File: config.mk
export PLATFORM = sky130hd
export DESIGN_NAME = ms_delay_event_cycle_timer_unit_flat
export DESIGN_NICKNAME = d
export VERILOG_FILES = /design/src/design/mdct_pkg.sv /design/src/design/mdct_cmd_if.sv /design/src/design/mdct_res_if.sv /design/src/design/mdct_in_stage.sv /design/src/design/mdct_core.sv /design/src/design/ms_delay_event_cycle_timer_unit.sv /design/src/flat_wrapper.sv
export VERILOG_INCLUDE_DIRS = /design/src /design/src/design
export SDC_FILE = /design/constraint.sdc
export NUM_CORES = 1
export LEC_CHECK = 0
export BUFFER_PORTS_ARGS = -buffer_cell sky130_fd_sc_hd__buf_4
export CAP_MARGIN = 20
export CORE_ASPECT_RATIO = 1.4
export CORE_UTILIZATION = 30
export DETAILED_ROUTE_END_ITERATION = 8
export GPL_TIMING_DRIVEN = 0
export PLACE_DENSITY_LB_ADDON = 0.25
export SETUP_SLACK_MARGIN = 0.15
export SLEW_MARGIN = 20
export SYNTH_ARGS = -nofsm -noshare
export SYNTH_HDL_FRONTEND = slang
export SYNTH_SLANG_ARGS = --single-unit
File: constraint.sdc
create_clock -name clk -period 17.1 [get_ports clk]
set_input_delay 5.13 -clock clk [delete_from_list [all_inputs] [get_ports clk]]
set_output_delay 5.13 -clock clk [all_outputs]
set_load 0.01 [all_outputs]
File: src/design/ms_delay_event_cycle_timer_unit_macros.svh
// assertion helpers, clocked on clk and held off while arst_n is low
`ifndef MS_DELAY_EVENT_CYCLE_TIMER_UNIT_MACROS_SVH
`define MS_DELAY_EVENT_CYCLE_TIMER_UNIT_MACROS_SVH

// same-cycle implication
`define MDCT_ASSERT_IMPL(label, ante, cons) \
	label: assert property (@(posedge clk) disable iff (!arst_n) (ante) |-> (cons)) \
		else $error("mdct assertion failed");

// next-cycle implication
`define MDCT_ASSERT_NEXT(label, ante, cons) \
	label: assert property (@(posedge clk) disable iff (!arst_n) (ante) |=> (cons)) \
		else $error("mdct assertion failed");

`endif

File: src/design/mdct_pkg.sv
`timescale 1ns / 1ps
package mdct_pkg;

	localparam int CNT_BITS   = 24;
	localparam int WRAP_W     = 8;
	localparam int CPM_W      = 23;
	localparam int MS_W       = 16;
	localparam int PROD_W     = 32;
	localparam int CYC_W      = 32;
	localparam int CMD_W      = 3;
	localparam int CFG_IDX_W  = 1;
	localparam int CFG_DATA_W = 23;

	localparam logic [CNT_BITS-1:0] CNT_MAX = {CNT_BITS{1'b1}};
	localparam logic [CPM_W-1:0] CPM_RESET = CPM_W'(8000);

	typedef enum logic [CMD_W-1:0] {
		CMD_TICK         = 3'd0,
		CMD_START_DELAY  = 3'd1,
		CMD_START_EVENT  = 3'd2,
		CMD_CHECK_EVENT  = 3'd3,
		CMD_START_CYCLES = 3'd4,
		CMD_READ_CYCLES  = 3'd5,
		CMD_STOP_CYCLES  = 3'd6
	} cmd_t;

	typedef enum logic [2:0] {
		MODE_IDLE        = 3'd0,
		MODE_DELAY_WRAPS = 3'd1,
		MODE_DELAY_REST  = 3'd2,
		MODE_EVENT       = 3'd3,
		MODE_CYCLES      = 3'd4
	} mode_t;

	typedef enum logic [CFG_IDX_W-1:0] {
		REG_CLOCKS_PER_MS  = 1'b0,
		REG_USE_CORE_CLOCK = 1'b1
	} reg_idx_t;

	typedef struct packed {
		cmd_t              command;
		logic [PROD_W-1:0] product;
		logic              ref_edge;
		logic              use_core;
	} item_t;

	typedef struct packed {
		logic [CYC_W-1:0] cycle_count;
		logic             event_seen;
		logic             delay_done;
		logic             running;
	} result_t;

	function automatic logic [CYC_W-1:0] cycles_now(
		input logic [WRAP_W-1:0]   wraps,
		input logic [CNT_BITS-1:0] cnt
	);
		logic [63:0] hi;
		logic [63:0] lo;
		hi = 64'(wraps) << CNT_BITS;
		lo = (64'(1) << CNT_BITS) - 64'(cnt);
		return CYC_W'(hi | lo);
	endfunction

endpackage

File: src/design/mdct_cmd_if.sv
`timescale 1ns / 1ps
interface mdct_cmd_if;
	import mdct_pkg::*;

	logic              valid;
	logic              ready;
	logic [CMD_W-1:0]  command;
	logic [MS_W-1:0]   delay_ms;
	logic              ref_edge;

	modport source (output valid, command, delay_ms, ref_edge, input ready);
	modport sink (input valid, command, delay_ms, ref_edge, output ready);
endinterface

File: src/design/mdct_res_if.sv
`timescale 1ns / 1ps
interface mdct_res_if;
	import mdct_pkg::*;

	logic             valid;
	logic             ready;
	logic [CYC_W-1:0] cycle_count;
	logic             event_seen;
	logic             delay_done;
	logic             running;

	modport source (output valid, cycle_count, event_seen, delay_done, running, input ready);
	modport sink (input valid, cycle_count, event_seen, delay_done, running, output ready);
endinterface

File: src/design/mdct_in_stage.sv
`timescale 1ns / 1ps
module mdct_in_stage
	import mdct_pkg::*;
(
	input  logic                  clk,
	input  logic                  arst_n,
	input  logic                  wr_en,
	input  logic [CFG_IDX_W-1:0]  wr_index,
	input  logic [CFG_DATA_W-1:0] wr_data,
	mdct_cmd_if.sink              cmd_ch,
	input  logic                  adv,
	output logic                  valid_s1,
	output item_t                 item_s1
);

	logic [CPM_W-1:0]      cpm_q;
	logic                  use_core_q;
	logic [CPM_W+MS_W-1:0] prod_full;

	always_ff @(posedge clk or negedge arst_n) begin
		if (!arst_n) begin
			cpm_q      <= CPM_RESET;
			use_core_q <= 1'b1;
		end else if (wr_en) begin
			unique case (reg_idx_t'(wr_index))
				REG_CLOCKS_PER_MS:  cpm_q <= wr_data[CPM_W-1:0];
				REG_USE_CORE_CLOCK: use_core_q <= wr_data[0];
				default: ;
			endcase
		end
	end

	// delay cycles, only the low word is kept
	assign prod_full = (CPM_W+MS_W)'(cpm_q) * (CPM_W+MS_W)'(cmd_ch.delay_ms);

	assign cmd_ch.ready = !valid_s1 || adv;

	always_ff @(posedge clk or negedge arst_n) begin
		if (!arst_n) begin
			valid_s1 <= 1'b0;
		end else if (cmd_ch.ready) begin
			valid_s1 <= cmd_ch.valid;
		end
	end

	always_ff @(posedge clk) begin
		if (cmd_ch.ready && cmd_ch.valid) begin
			item_s1.command  <= cmd_t'(cmd_ch.command);
			item_s1.product  <= PROD_W'(prod_full);
			item_s1.ref_edge <= cmd_ch.ref_edge;
			item_s1.use_core <= use_core_q;
		end
	end

endmodule

File: src/design/mdct_core.sv
`timescale 1ns / 1ps
`include "ms_delay_event_cycle_timer_unit_macros.svh"
module mdct_core
	import mdct_pkg::*;
(
	input  logic    clk,
	input  logic    arst_n,
	input  logic    adv,
	input  item_t   item_s1,
	output result_t res
);

	logic [CNT_BITS-1:0] cnt_q, cnt_d;
	logic [CNT_BITS-1:0] rel_q, rel_d;
	logic [WRAP_W-1:0]   wrap_q, wrap_d;
	mode_t               mode_q, mode_d;
	logic [WRAP_W-1:0]   pw_q, pw_d;
	logic [CNT_BITS-1:0] pr_q, pr_d;
	logic                sel_q, sel_d;

	logic [CNT_BITS-1:0] cnt_dec;
	logic [WRAP_W-1:0]   wrap_inc;
	logic [WRAP_W-1:0]   prod_wraps;
	logic [CNT_BITS-1:0] prod_rem;

	assign cnt_dec    = cnt_q - CNT_BITS'(1);
	assign wrap_inc   = wrap_q + WRAP_W'(1);
	assign prod_wraps = WRAP_W'(item_s1.product >> CNT_BITS);
	assign prod_rem   = item_s1.product[CNT_BITS-1:0];

	always_comb begin
		cnt_d  = cnt_q;
		rel_d  = rel_q;
		wrap_d = wrap_q;
		mode_d = mode_q;
		pw_d   = pw_q;
		pr_d   = pr_q;
		sel_d  = sel_q;
		res    = '0;
		case (item_s1.command)
			CMD_TICK: begin
				if (mode_q != MODE_IDLE && (sel_q || item_s1.ref_edge)) begin
					if (cnt_q == '0) begin
						cnt_d = rel_q;
					end else begin
						cnt_d = cnt_dec;
						if (cnt_dec == '0) begin
							wrap_d = wrap_inc;
							if (mode_q == MODE_DELAY_WRAPS && wrap_inc >= pw_q) begin
								if (pr_q == '0) begin
									mode_d         = MODE_IDLE;
									res.delay_done = 1'b1;
								end else begin
									wrap_d = '0;
									rel_d  = pr_q;
									cnt_d  = '0;
									mode_d = MODE_DELAY_REST;
								end
							end else if (mode_q == MODE_DELAY_REST) begin
								mode_d         = MODE_IDLE;
								res.delay_done = 1'b1;
							end
						end
					end
				end
			end
			CMD_START_DELAY: begin
				pw_d  = prod_wraps;
				pr_d  = prod_rem;
				sel_d = item_s1.use_core;
				if (prod_wraps != '0) begin
					wrap_d = '0;
					rel_d  = CNT_MAX;
					cnt_d  = '0;
					mode_d = MODE_DELAY_WRAPS;
				end else if (prod_rem == '0) begin
					// nothing to wait for
					mode_d         = MODE_IDLE;
					res.delay_done = 1'b1;
				end else begin
					wrap_d = '0;
					rel_d  = prod_rem;
					cnt_d  = '0;
					mode_d = MODE_DELAY_REST;
				end
			end
			CMD_START_EVENT: begin
				wrap_d = '0;
				rel_d  = prod_rem;
				cnt_d  = '0;
				sel_d  = item_s1.use_core;
				mode_d = MODE_EVENT;
			end
			CMD_CHECK_EVENT: begin
				if (wrap_q != '0) begin
					mode_d         = MODE_IDLE;
					res.event_seen = 1'b1;
				end
			end
			CMD_START_CYCLES: begin
				wrap_d = '0;
				rel_d  = CNT_MAX;
				cnt_d  = '0;
				sel_d  = 1'b1;
				mode_d = MODE_CYCLES;
			end
			CMD_READ_CYCLES: begin
				res.cycle_count = cycles_now(wrap_q, cnt_q);
			end
			CMD_STOP_CYCLES: begin
				mode_d          = MODE_IDLE;
				res.cycle_count = cycles_now(wrap_q, cnt_q);
			end
			default: ;
		endcase
		res.running = (mode_d != MODE_IDLE);
	end

	always_ff @(posedge clk or negedge arst_n) begin
		if (!arst_n) begin
			cnt_q  <= '0;
			rel_q  <= '0;
			wrap_q <= '0;
			mode_q <= MODE_IDLE;
			pw_q   <= '0;
			pr_q   <= '0;
			sel_q  <= 1'b1;
		end else if (adv) begin
			cnt_q  <= cnt_d;
			rel_q  <= rel_d;
			wrap_q <= wrap_d;
			mode_q <= mode_d;
			pw_q   <= pw_d;
			pr_q   <= pr_d;
			sel_q  <= sel_d;
		end
	end

	`MDCT_ASSERT_IMPL(a_done_only_in_delay, adv && res.delay_done, item_s1.command == CMD_START_DELAY || mode_q == MODE_DELAY_WRAPS || mode_q == MODE_DELAY_REST)
	`MDCT_ASSERT_IMPL(a_seen_stops, adv && res.event_seen, !res.running && wrap_q != '0)
	`MDCT_ASSERT_IMPL(a_count_only_on_read, adv && res.cycle_count != '0, item_s1.command == CMD_READ_CYCLES || item_s1.command == CMD_STOP_CYCLES)
	`MDCT_ASSERT_NEXT(a_hold_when_stalled, !adv, $stable(cnt_q) && $stable(wrap_q) && $stable(mode_q))
	`MDCT_ASSERT_NEXT(a_idle_tick_holds, adv && mode_q == MODE_IDLE && item_s1.command == CMD_TICK, $stable(cnt_q) && $stable(wrap_q))

endmodule

File: src/design/ms_delay_event_cycle_timer_unit.sv
`timescale 1ns / 1ps
// millisecond delay, one-shot event and cycle-count timer on a 24-bit reloading
// down counter with an 8-bit wrap counter
// cmd_ch carries one command word per item: a tick (one counter clock, with an
// optional reference edge) or a start, check, read or stop command
// res_ch returns exactly one result word for every command word, in order
// configuration goes through wr_en / wr_index / wr_data: index 0 is clocks per
// millisecond, index 1 selects counting on every tick or on reference edges only
// a command passes the input register (with the delay product) and then the
// result register, from which res_ch presents it
// throughput: one command per cycle while res_ch does not stall; the counter
// state is updated straight from the input register, so back-to-back ticks
// are taken at full rate
// when res_ch stalls the result register holds, the input register fills, and
// cmd_ch.ready drops until the result is taken; no word is dropped
// reset: counter, wrap count and reload clear, the timer is stopped, clocks per
// millisecond is 8000 and every tick counts
module ms_delay_event_cycle_timer_unit
	import mdct_pkg::*;
(
	input  logic                  clk,
	input  logic                  arst_n,
	input  logic                  wr_en,
	input  logic [CFG_IDX_W-1:0]  wr_index,
	input  logic [CFG_DATA_W-1:0] wr_data,
	mdct_cmd_if.sink              cmd_ch,
	mdct_res_if.source            res_ch
);

	logic    valid_s1;
	item_t   item_s1;
	logic    adv;
	result_t res;
	logic    out_valid_q;
	result_t out_q;

	assign adv = valid_s1 && (!out_valid_q || res_ch.ready);

	mdct_in_stage u_in_stage (
		.clk      (clk),
		.arst_n   (arst_n),
		.wr_en    (wr_en),
		.wr_index (wr_index),
		.wr_data  (wr_data),
		.cmd_ch   (cmd_ch),
		.adv      (adv),
		.valid_s1 (valid_s1),
		.item_s1  (item_s1)
	);

	mdct_core u_core (
		.clk     (clk),
		.arst_n  (arst_n),
		.adv     (adv),
		.item_s1 (item_s1),
		.res     (res)
	);

	always_ff @(posedge clk or negedge arst_n) begin
		if (!arst_n) begin
			out_valid_q <= 1'b0;
		end else if (adv) begin
			out_valid_q <= 1'b1;
		end else if (res_ch.ready) begin
			out_valid_q <= 1'b0;
		end
	end

	always_ff @(posedge clk) begin
		if (adv) begin
			out_q <= res;
		end
	end

	assign res_ch.valid       = out_valid_q;
	assign res_ch.cycle_count = out_q.cycle_count;
	assign res_ch.event_seen  = out_q.event_seen;
	assign res_ch.delay_done  = out_q.delay_done;
	assign res_ch.running     = out_q.running;

endmodule
File: src/flat_wrapper.sv
// flat-port wrapper written by rule: the top's interface ports become plain ports
module ms_delay_event_cycle_timer_unit_flat import mdct_pkg::*;
  (clk, arst_n, wr_en, wr_index, wr_data, cmd_ch_valid, cmd_ch_command, cmd_ch_delay_ms, cmd_ch_ref_edge, cmd_ch_ready, res_ch_valid, res_ch_cycle_count, res_ch_event_seen, res_ch_delay_done, res_ch_running, res_ch_ready);
  mdct_cmd_if cmd_ch_i ();
  mdct_res_if res_ch_i ();
  input  logic clk;
  input  logic arst_n;
  input  logic wr_en;
  input  logic [CFG_IDX_W-1:0] wr_index;
  input  logic [CFG_DATA_W-1:0] wr_data;
  input wire logic [$bits(cmd_ch_i.valid)-1:0] cmd_ch_valid;
  input wire logic [$bits(cmd_ch_i.command)-1:0] cmd_ch_command;
  input wire logic [$bits(cmd_ch_i.delay_ms)-1:0] cmd_ch_delay_ms;
  input wire logic [$bits(cmd_ch_i.ref_edge)-1:0] cmd_ch_ref_edge;
  output wire logic [$bits(cmd_ch_i.ready)-1:0] cmd_ch_ready;
  output wire logic [$bits(res_ch_i.valid)-1:0] res_ch_valid;
  output wire logic [$bits(res_ch_i.cycle_count)-1:0] res_ch_cycle_count;
  output wire logic [$bits(res_ch_i.event_seen)-1:0] res_ch_event_seen;
  output wire logic [$bits(res_ch_i.delay_done)-1:0] res_ch_delay_done;
  output wire logic [$bits(res_ch_i.running)-1:0] res_ch_running;
  input wire logic [$bits(res_ch_i.ready)-1:0] res_ch_ready;
  assign cmd_ch_i.valid = cmd_ch_valid;
  assign cmd_ch_i.command = cmd_ch_command;
  assign cmd_ch_i.delay_ms = cmd_ch_delay_ms;
  assign cmd_ch_i.ref_edge = cmd_ch_ref_edge;
  assign cmd_ch_ready = cmd_ch_i.ready;
  assign res_ch_valid = res_ch_i.valid;
  assign res_ch_cycle_count = res_ch_i.cycle_count;
  assign res_ch_event_seen = res_ch_i.event_seen;
  assign res_ch_delay_done = res_ch_i.delay_done;
  assign res_ch_running = res_ch_i.running;
  assign res_ch_i.ready = res_ch_ready;
  ms_delay_event_cycle_timer_unit u_core (.clk(clk), .arst_n(arst_n), .wr_en(wr_en), .wr_index(wr_index), .wr_data(wr_data), .cmd_ch(cmd_ch_i), .res_ch(res_ch_i));
endmodule
---- Word-level counts from Yosys, hierarchy flattened ----
Index checks and enable logic that the tools add are counted.
cells by class
  $add $sub $neg .......................... 3
  multipliers ............................. 1
  order comparisons ....................... 1
  equality and inequality tests ........... 14
  multiplexer cells ....................... 47
  bitwise logic cells ..................... 2
  reductions and logical operators ........ 32
operator list
  kind                                                                   number
  24-bit 2-to-1 mux                                                      14
  24-bit zero test                                                       4
  24-bit case mux with 4 select lines                                    1
  24-bit case mux with 3 select lines                                    1
  8-bit 2-to-1 mux                                                       7
  23-bit by 16-bit multiplier with 32-bit output                         1
  32-bit OR                                                              1
  25-bit by 24-bit subtractor with 26-bit output (first input constant)  1
  8-bit case mux with 3 select lines                                     1
  24-bit by 1-bit subtractor with 24-bit output (second input constant)  1
  3-bit 2-to-1 mux                                                       6
  3-bit case mux with 6 select lines                                     1
  8-bit nonzero test                                                     2
  1-bit 2-to-1 mux                                                       11
  2-bit != test (second input constant)                                  5
  3-bit by 2-bit == test with 1-bit output (second input constant)       3
  3-bit == test (second input constant)                                  3
  3-bit nonzero test                                                     3
  8-bit by 1-bit adder with 8-bit output (second input constant)         1
  8-bit greater-or-equal comparator                                      1
  2-bit AND reduction                                                    4
  8-bit AND reduction                                                    1
  3-bit by 1-bit == test with 1-bit output (second input constant)       2
  2-bit 2-to-1 mux                                                       3
  12 further kinds                                                       22
word-level totals
  register bits ........................... 190
  input port bits ......................... 49
  word-level logic and storage cells ...... 119

---- Logic depth before layout (Yosys ltp) ----
  depth after elaboration ................. 9
  mapped depth ............................ 23
  mapped depth without buffers ............ 22

---- Cells and area by module ----
A second synthesis with hierarchy kept.
second synthesis, totals
  cells, all modules ...................... 2040
  area, all modules ....................... 19728.9 um2
by module, submodules not included
  module                           times used  cells an instance  area each (um2)  seq. area each (um2)
  mdct_in_stage                    1           1311               12647.1          1745.4
  mdct_core                        1           690                5987.0           2303.5
  ms_delay_event_cycle_timer_unit  1           39                 1094.8           1076.0

---- Worst setup path before layout ----
No wires, ideal clock.
  path type ............................... input -> register
  start ................................... in cmd_ch_delay_ms[12]
  end ..................................... reg, netlist name u_core.u_in_stage.item_s1[33]
  arrival ................................. 10371 ps
  data required time ...................... 16840 ps
  setup slack ............................. 6469 ps
  stages .................................. 21
  cells stage by stage .................... clkbuf_1 > clkbuf_1 > nand2_1 > fa_1 > inv_1 > fa_1 > fa_1 > fa_1 > fa_1 > inv_1 > fa_1 > inv_1 > ha_1 > a2111oi_0 > o21ai_0 > a221oi_1 > nand2_1 > a211oi_1 > o31ai_1 > a21oi_1 > xnor2_1
between the ends
  longest elaborated chain between the ends .. 1
RTL lines
  what                                            RTL line             RTL
  start, declared                                 flat_wrapper.sv:13   input wire logic [$bits(cmd_ch_i.delay_ms)-1:0] cmd_ch_delay_ms;
  23-bit by 16-bit multiplier with 32-bit output  mdct_in_stage.sv:34  assign prod_full = (CPM_W+MS_W)'(cpm_q) * (CPM_W+MS_W)'(cmd_ch.delay_ms);
  named net u_core.u_in_stage.prod_full[31]       mdct_in_stage.sv:18  logic [CPM_W+MS_W-1:0] prod_full;
The timed path passes the listed nets, and every way through them passes these cells.
A chain may end at the register's enable or synchronous reset.

---- Final worst setup path ----
  start ................................... in cmd_ch_delay_ms[13]
  end ..................................... reg, netlist name u_core.u_in_stage.item_s1[33]
between the ends
  longest elaborated chain between the ends .. 1
RTL lines
  what                                            RTL line
  23-bit by 16-bit multiplier with 32-bit output  mdct_in_stage.sv:34
  named net u_core.u_in_stage.prod_full[31]       mdct_in_stage.sv:18
The timed path passes the listed nets, and every way through them passes these cells.

==> results.py <==
metrics = {
    "grt": {
        "grt_max_degree": 87,
        "grt_overflow": 0,
        "grtUsageTotal": 0.178,
        "first_global_vias": 15799,
        "grt_pass1_wl_um": 89900,
        "antenna_found_initial": 0,
    },
    "synthesis": {
        "synthTopCellsByArea": "fa_1 (28%), dfrtp_1 (14%), edfxtp_1 (11%)",
        "synth_seq_area_share": 0.260,
        "synth_xor_xnor_area_share": 0.0267,
        "synth-simple-area-share": 0.166,
        "synthCells": 2050,
        "yosysWarnings": 0,
        "async_flop_share": 0.621,
        "synthMuxAreaShare": 0.0483,
        "syn_area_per_cell_um2": 9.61,
        "netlist-cell-type-count": 71,
        "synth_nets": 2463,
        "ys_seq_elements": 190,
        "synth_area_um2": 19700,
        "synth-compound-area-share": 0.0743,
        "synth_edf_count": 72,
        "synth_top_family_by_area": "adder cells",
        "netlist.area_leader.share": 0.277,
        "synth_fa_ha_area_frac": 0.335,
        "synth_top_area_cell": "fa_1",
        "ys.flop_type": "dfrtp_1",
    },
    "drt": {
        "wirelength_um": 57000,
        "antenna_left": 0,
        "drt-initial-drc-count": 683,
        "wl_per_cell_um": 18.9,
        "drc": 0,
        "vias": 14580,
        "first_pass_iters": 8,
        "via_per_inst": 4.85,
    },
    "place": {
        "port-buffer-count": 84,
        "dp_hpwl_um": 46600,
        "gp_congestion": 0.926,
    },
    "clock_tree": {
        "cts_tree": "done",
        "cts_buffer_depth": 2,
        "clkSlewWorstSetupHoldPaths_ns": 0.07,
        "cts_setup_buffers": 0,
        "cts_resized": 0,
        "hold_buffers": 0,
        "cts.sink_count": 190,
        "root_buffer": "clkbuf_16",
        "numCtsBuffers": 17,
        "cts.htree.levels": 4,
        "clock_latency_ns": 0.50,
    },
    "timing": {
        "maxSlewViolCount": 0,
        "final_hold_viol_count": 0,
        "clock_skew_ns": 0.0229,
        "slew_headroom": 0.311,
        "setup_viol": 0,
        "setup_tns_ns": 0,
        "max_freq_ghz": 0.0866,
        "fin_crit_ns": 11.55,
        "tightest_slew_ns": 1.02,
        "min_period_over_period": 0.675,
        "rsz0062_at_grt": "false",
    },
    "critical_path": {
        "r2r_cells": 22,
        "path_buf_inv": 5,
        "crit_chain": "clkbuf_1, clkbuf_1, nand2_1, fa_1, fa_1, inv_1, fa_1, fa_1, fa_1, inv_1, fa_1, inv_1, ha_1, a21oi_1, o21ai_0, a211oi_1, a21oi_1, a211oi_1, o31ai_1, a21oi_1, xnor2_1",
        "crit_type": "primary input to flip-flop",
        "worstSetupStartpointType": "primary input",
        "crit_slowest_cell": "a211oi_1",
        "crit_arrival_ns": 11.76,
        "crit_path_end_kind": "flip-flop",
        "r2r_end": "u_core.u_in_stage.item_s1[33]$_DFFE_PP_",
        "worst_path_largest_cell_delay_ns": 0.55,
        "critical_path_required_ns": 17.32,
        "critPathTopFamily": "adder cells",
        "worst_path_most_repeated_cell": "fa_1",
        "r2r_slack_ns": 9.71,
        "reg2reg_from": "u_core.u_in_stage.cpm_q[6]$_DFFE_PN1P_",
        "cp_max_fo": 10,
    },
    "outcome": {
        "outcome": "finished, final reports clean",
    },
    "worst_hold_path": {
        "holdCritStartpoint": "u_core.u_in_stage.valid_s1$_DFFE_PN0N_",
        "hold_class": "flip-flop to flip-flop",
        "min_path_cells": 1,
        "hold_end": "u_core.res_ch.valid$_DFFE_PN0P_",
    },
    "floorplanning": {
        "core_um2": 64500,
        "initial_core_util": 0.305,
        "ios": 86,
        "row_count": 110,
        "dieWidth_um": 219,
        "die_area_um2": 66700,
        "die_h_um": 305,
    },
    "layout": {
        "area_delta_synth_final_pct": 12.0,
        "layout.nets": 2569,
        "regArea_um2": 5120,
        "diodes": 0,
        "final_util": 0.342,
        "multiInputGateArea_um2": 12800,
        "drive_above_1_share": 0.0996,
        "nFillCells": 6696,
    },
    "run": {
        "maxCapViolations": 0,
    },
}
==> area by class of cell <==
type                            count  area share
Sequential cell                   190       0.232
Clock inverter                     15     0.00788
Buffer                            107      0.0194
Tap cell                          840      0.0476
Timing Repair Buffer               87      0.0320
Inverter                          353      0.0601
Multi-Input combinational cell   1400       0.581
Clock buffer                       17      0.0193
==> per-layer routing <==
metal / share of wire / track usage
met5: 0 / 0
met4: 0.051 / 0.0868
met3: 0.041 / 0.0296
met2: 0.52 / 0.319
met1: 0.39 / 0.203
==> registers in the layout (all words and copies together), names as in the netlist, 3 cells and up <==
register and count:
u_core.u_in_stage.item_s1 37, u_core.res_ch.cycle_count 32, u_core.u_core.cnt_q 24, u_core.u_core.pr_q 24, u_core.u_core.rel_q 24, u_core.u_in_stage.cpm_q 23, u_core.u_core.pw_q 8, u_core.u_core.wrap_q 8
u_core.u_core.mode_q 3
==> layout by cell type (no fill, tap or decap), types with 51 or more instances in the layout <==
master | synthesis | layout
inv_1 | 352 | 352
fa_1 | 273 | 273
nand2_1 | 267 | 267
and2_1 | 149 | 148
dfrtp_1 | 110 | 110
clkbuf_1 | 99 | 99
ha_1 | 91 | 91
nor2_1 | 90 | 90
buf_4 | 0 | 83
edfxtp_1 | 72 | 72
mux2_2 | 57 | 57
a21oi_1 | 54 | 54
o21ai_0 | 51 | 51
==> cells in the mapped netlist (10+ instances only) <==
| master | count |
|---|---|
| clkbuf_1 | 99 |
| dfrtp_1 | 110 |
| nand2_1 | 267 |
| nand3_1 | 20 |
| nor3b_1 | 10 |
| and2_1 | 149 |
| o22ai_1 | 30 |
| edfxtp_1 | 72 |
| a21oi_1 | 54 |
| mux2i_1 | 31 |
| nor4_1 | 26 |
| ha_1 | 91 |
| a31oi_1 | 13 |
| mux2_2 | 57 |
| and3_1 | 12 |
| xor2_1 | 13 |
| xnor2_1 | 47 |
| o21ai_0 | 51 |
| nor2_1 | 90 |
| inv_1 | 352 |
| nor3_1 | 22 |
| fa_1 | 273 |
| nand2b_1 | 10 |
==> worst max-delay path by stage <==
| stage | start | endpoint | depth (start not counted) |
|---|---|---|---|
| 2_1_floorplan | cmd_ch_delay_ms[12] | u_core.u_in_stage.item_s1[33]$_DFFE_PP_ | 21 |
| 5_1_grt | cmd_ch_delay_ms[12] | u_core.u_in_stage.item_s1[33]$_DFFE_PP_ | 22 |
| 3_3_place_gp | cmd_ch_delay_ms[12] | u_core.u_in_stage.item_s1[33]$_DFFE_PP_ | 22 |
| 6_report | cmd_ch_delay_ms[13] | u_core.u_in_stage.item_s1[33]$_DFFE_PP_ | 21 |
| 3_5_place_dp | cmd_ch_delay_ms[12] | u_core.u_in_stage.item_s1[33]$_DFFE_PP_ | 22 |
| 4_1_cts | cmd_ch_delay_ms[12] | u_core.u_in_stage.item_s1[33]$_DFFE_PP_ | 22 |
==> metrics by stage <==
step | setup WS (ns) | instances | hold WS, ns | instance area (µm²)
floorplan | 6.47 | 2050 | 0.457 | 19700
global placement | 5.06 | 2974 | 0.471 | 21400
CTS | 5.53 | 3009 | 0.499 | 22100
finish | 5.55 | 3009 | 0.488 | 22100
global route | 5.26 | 3009 | 0.531 | 22100
detailed placement | 4.93 | 2977 | 0.481 | 21500
==> cell families after synthesis <==
group           Yosys count
fa+ha+maj               364
flops                   190
mux                      88
simple gates            662
buf+inv                 460
xor+xnor                 60
compound gates          226
Power is not shown: default switching activity piles up to over one toggle a cycle in this logic, so the estimate is an artifact.
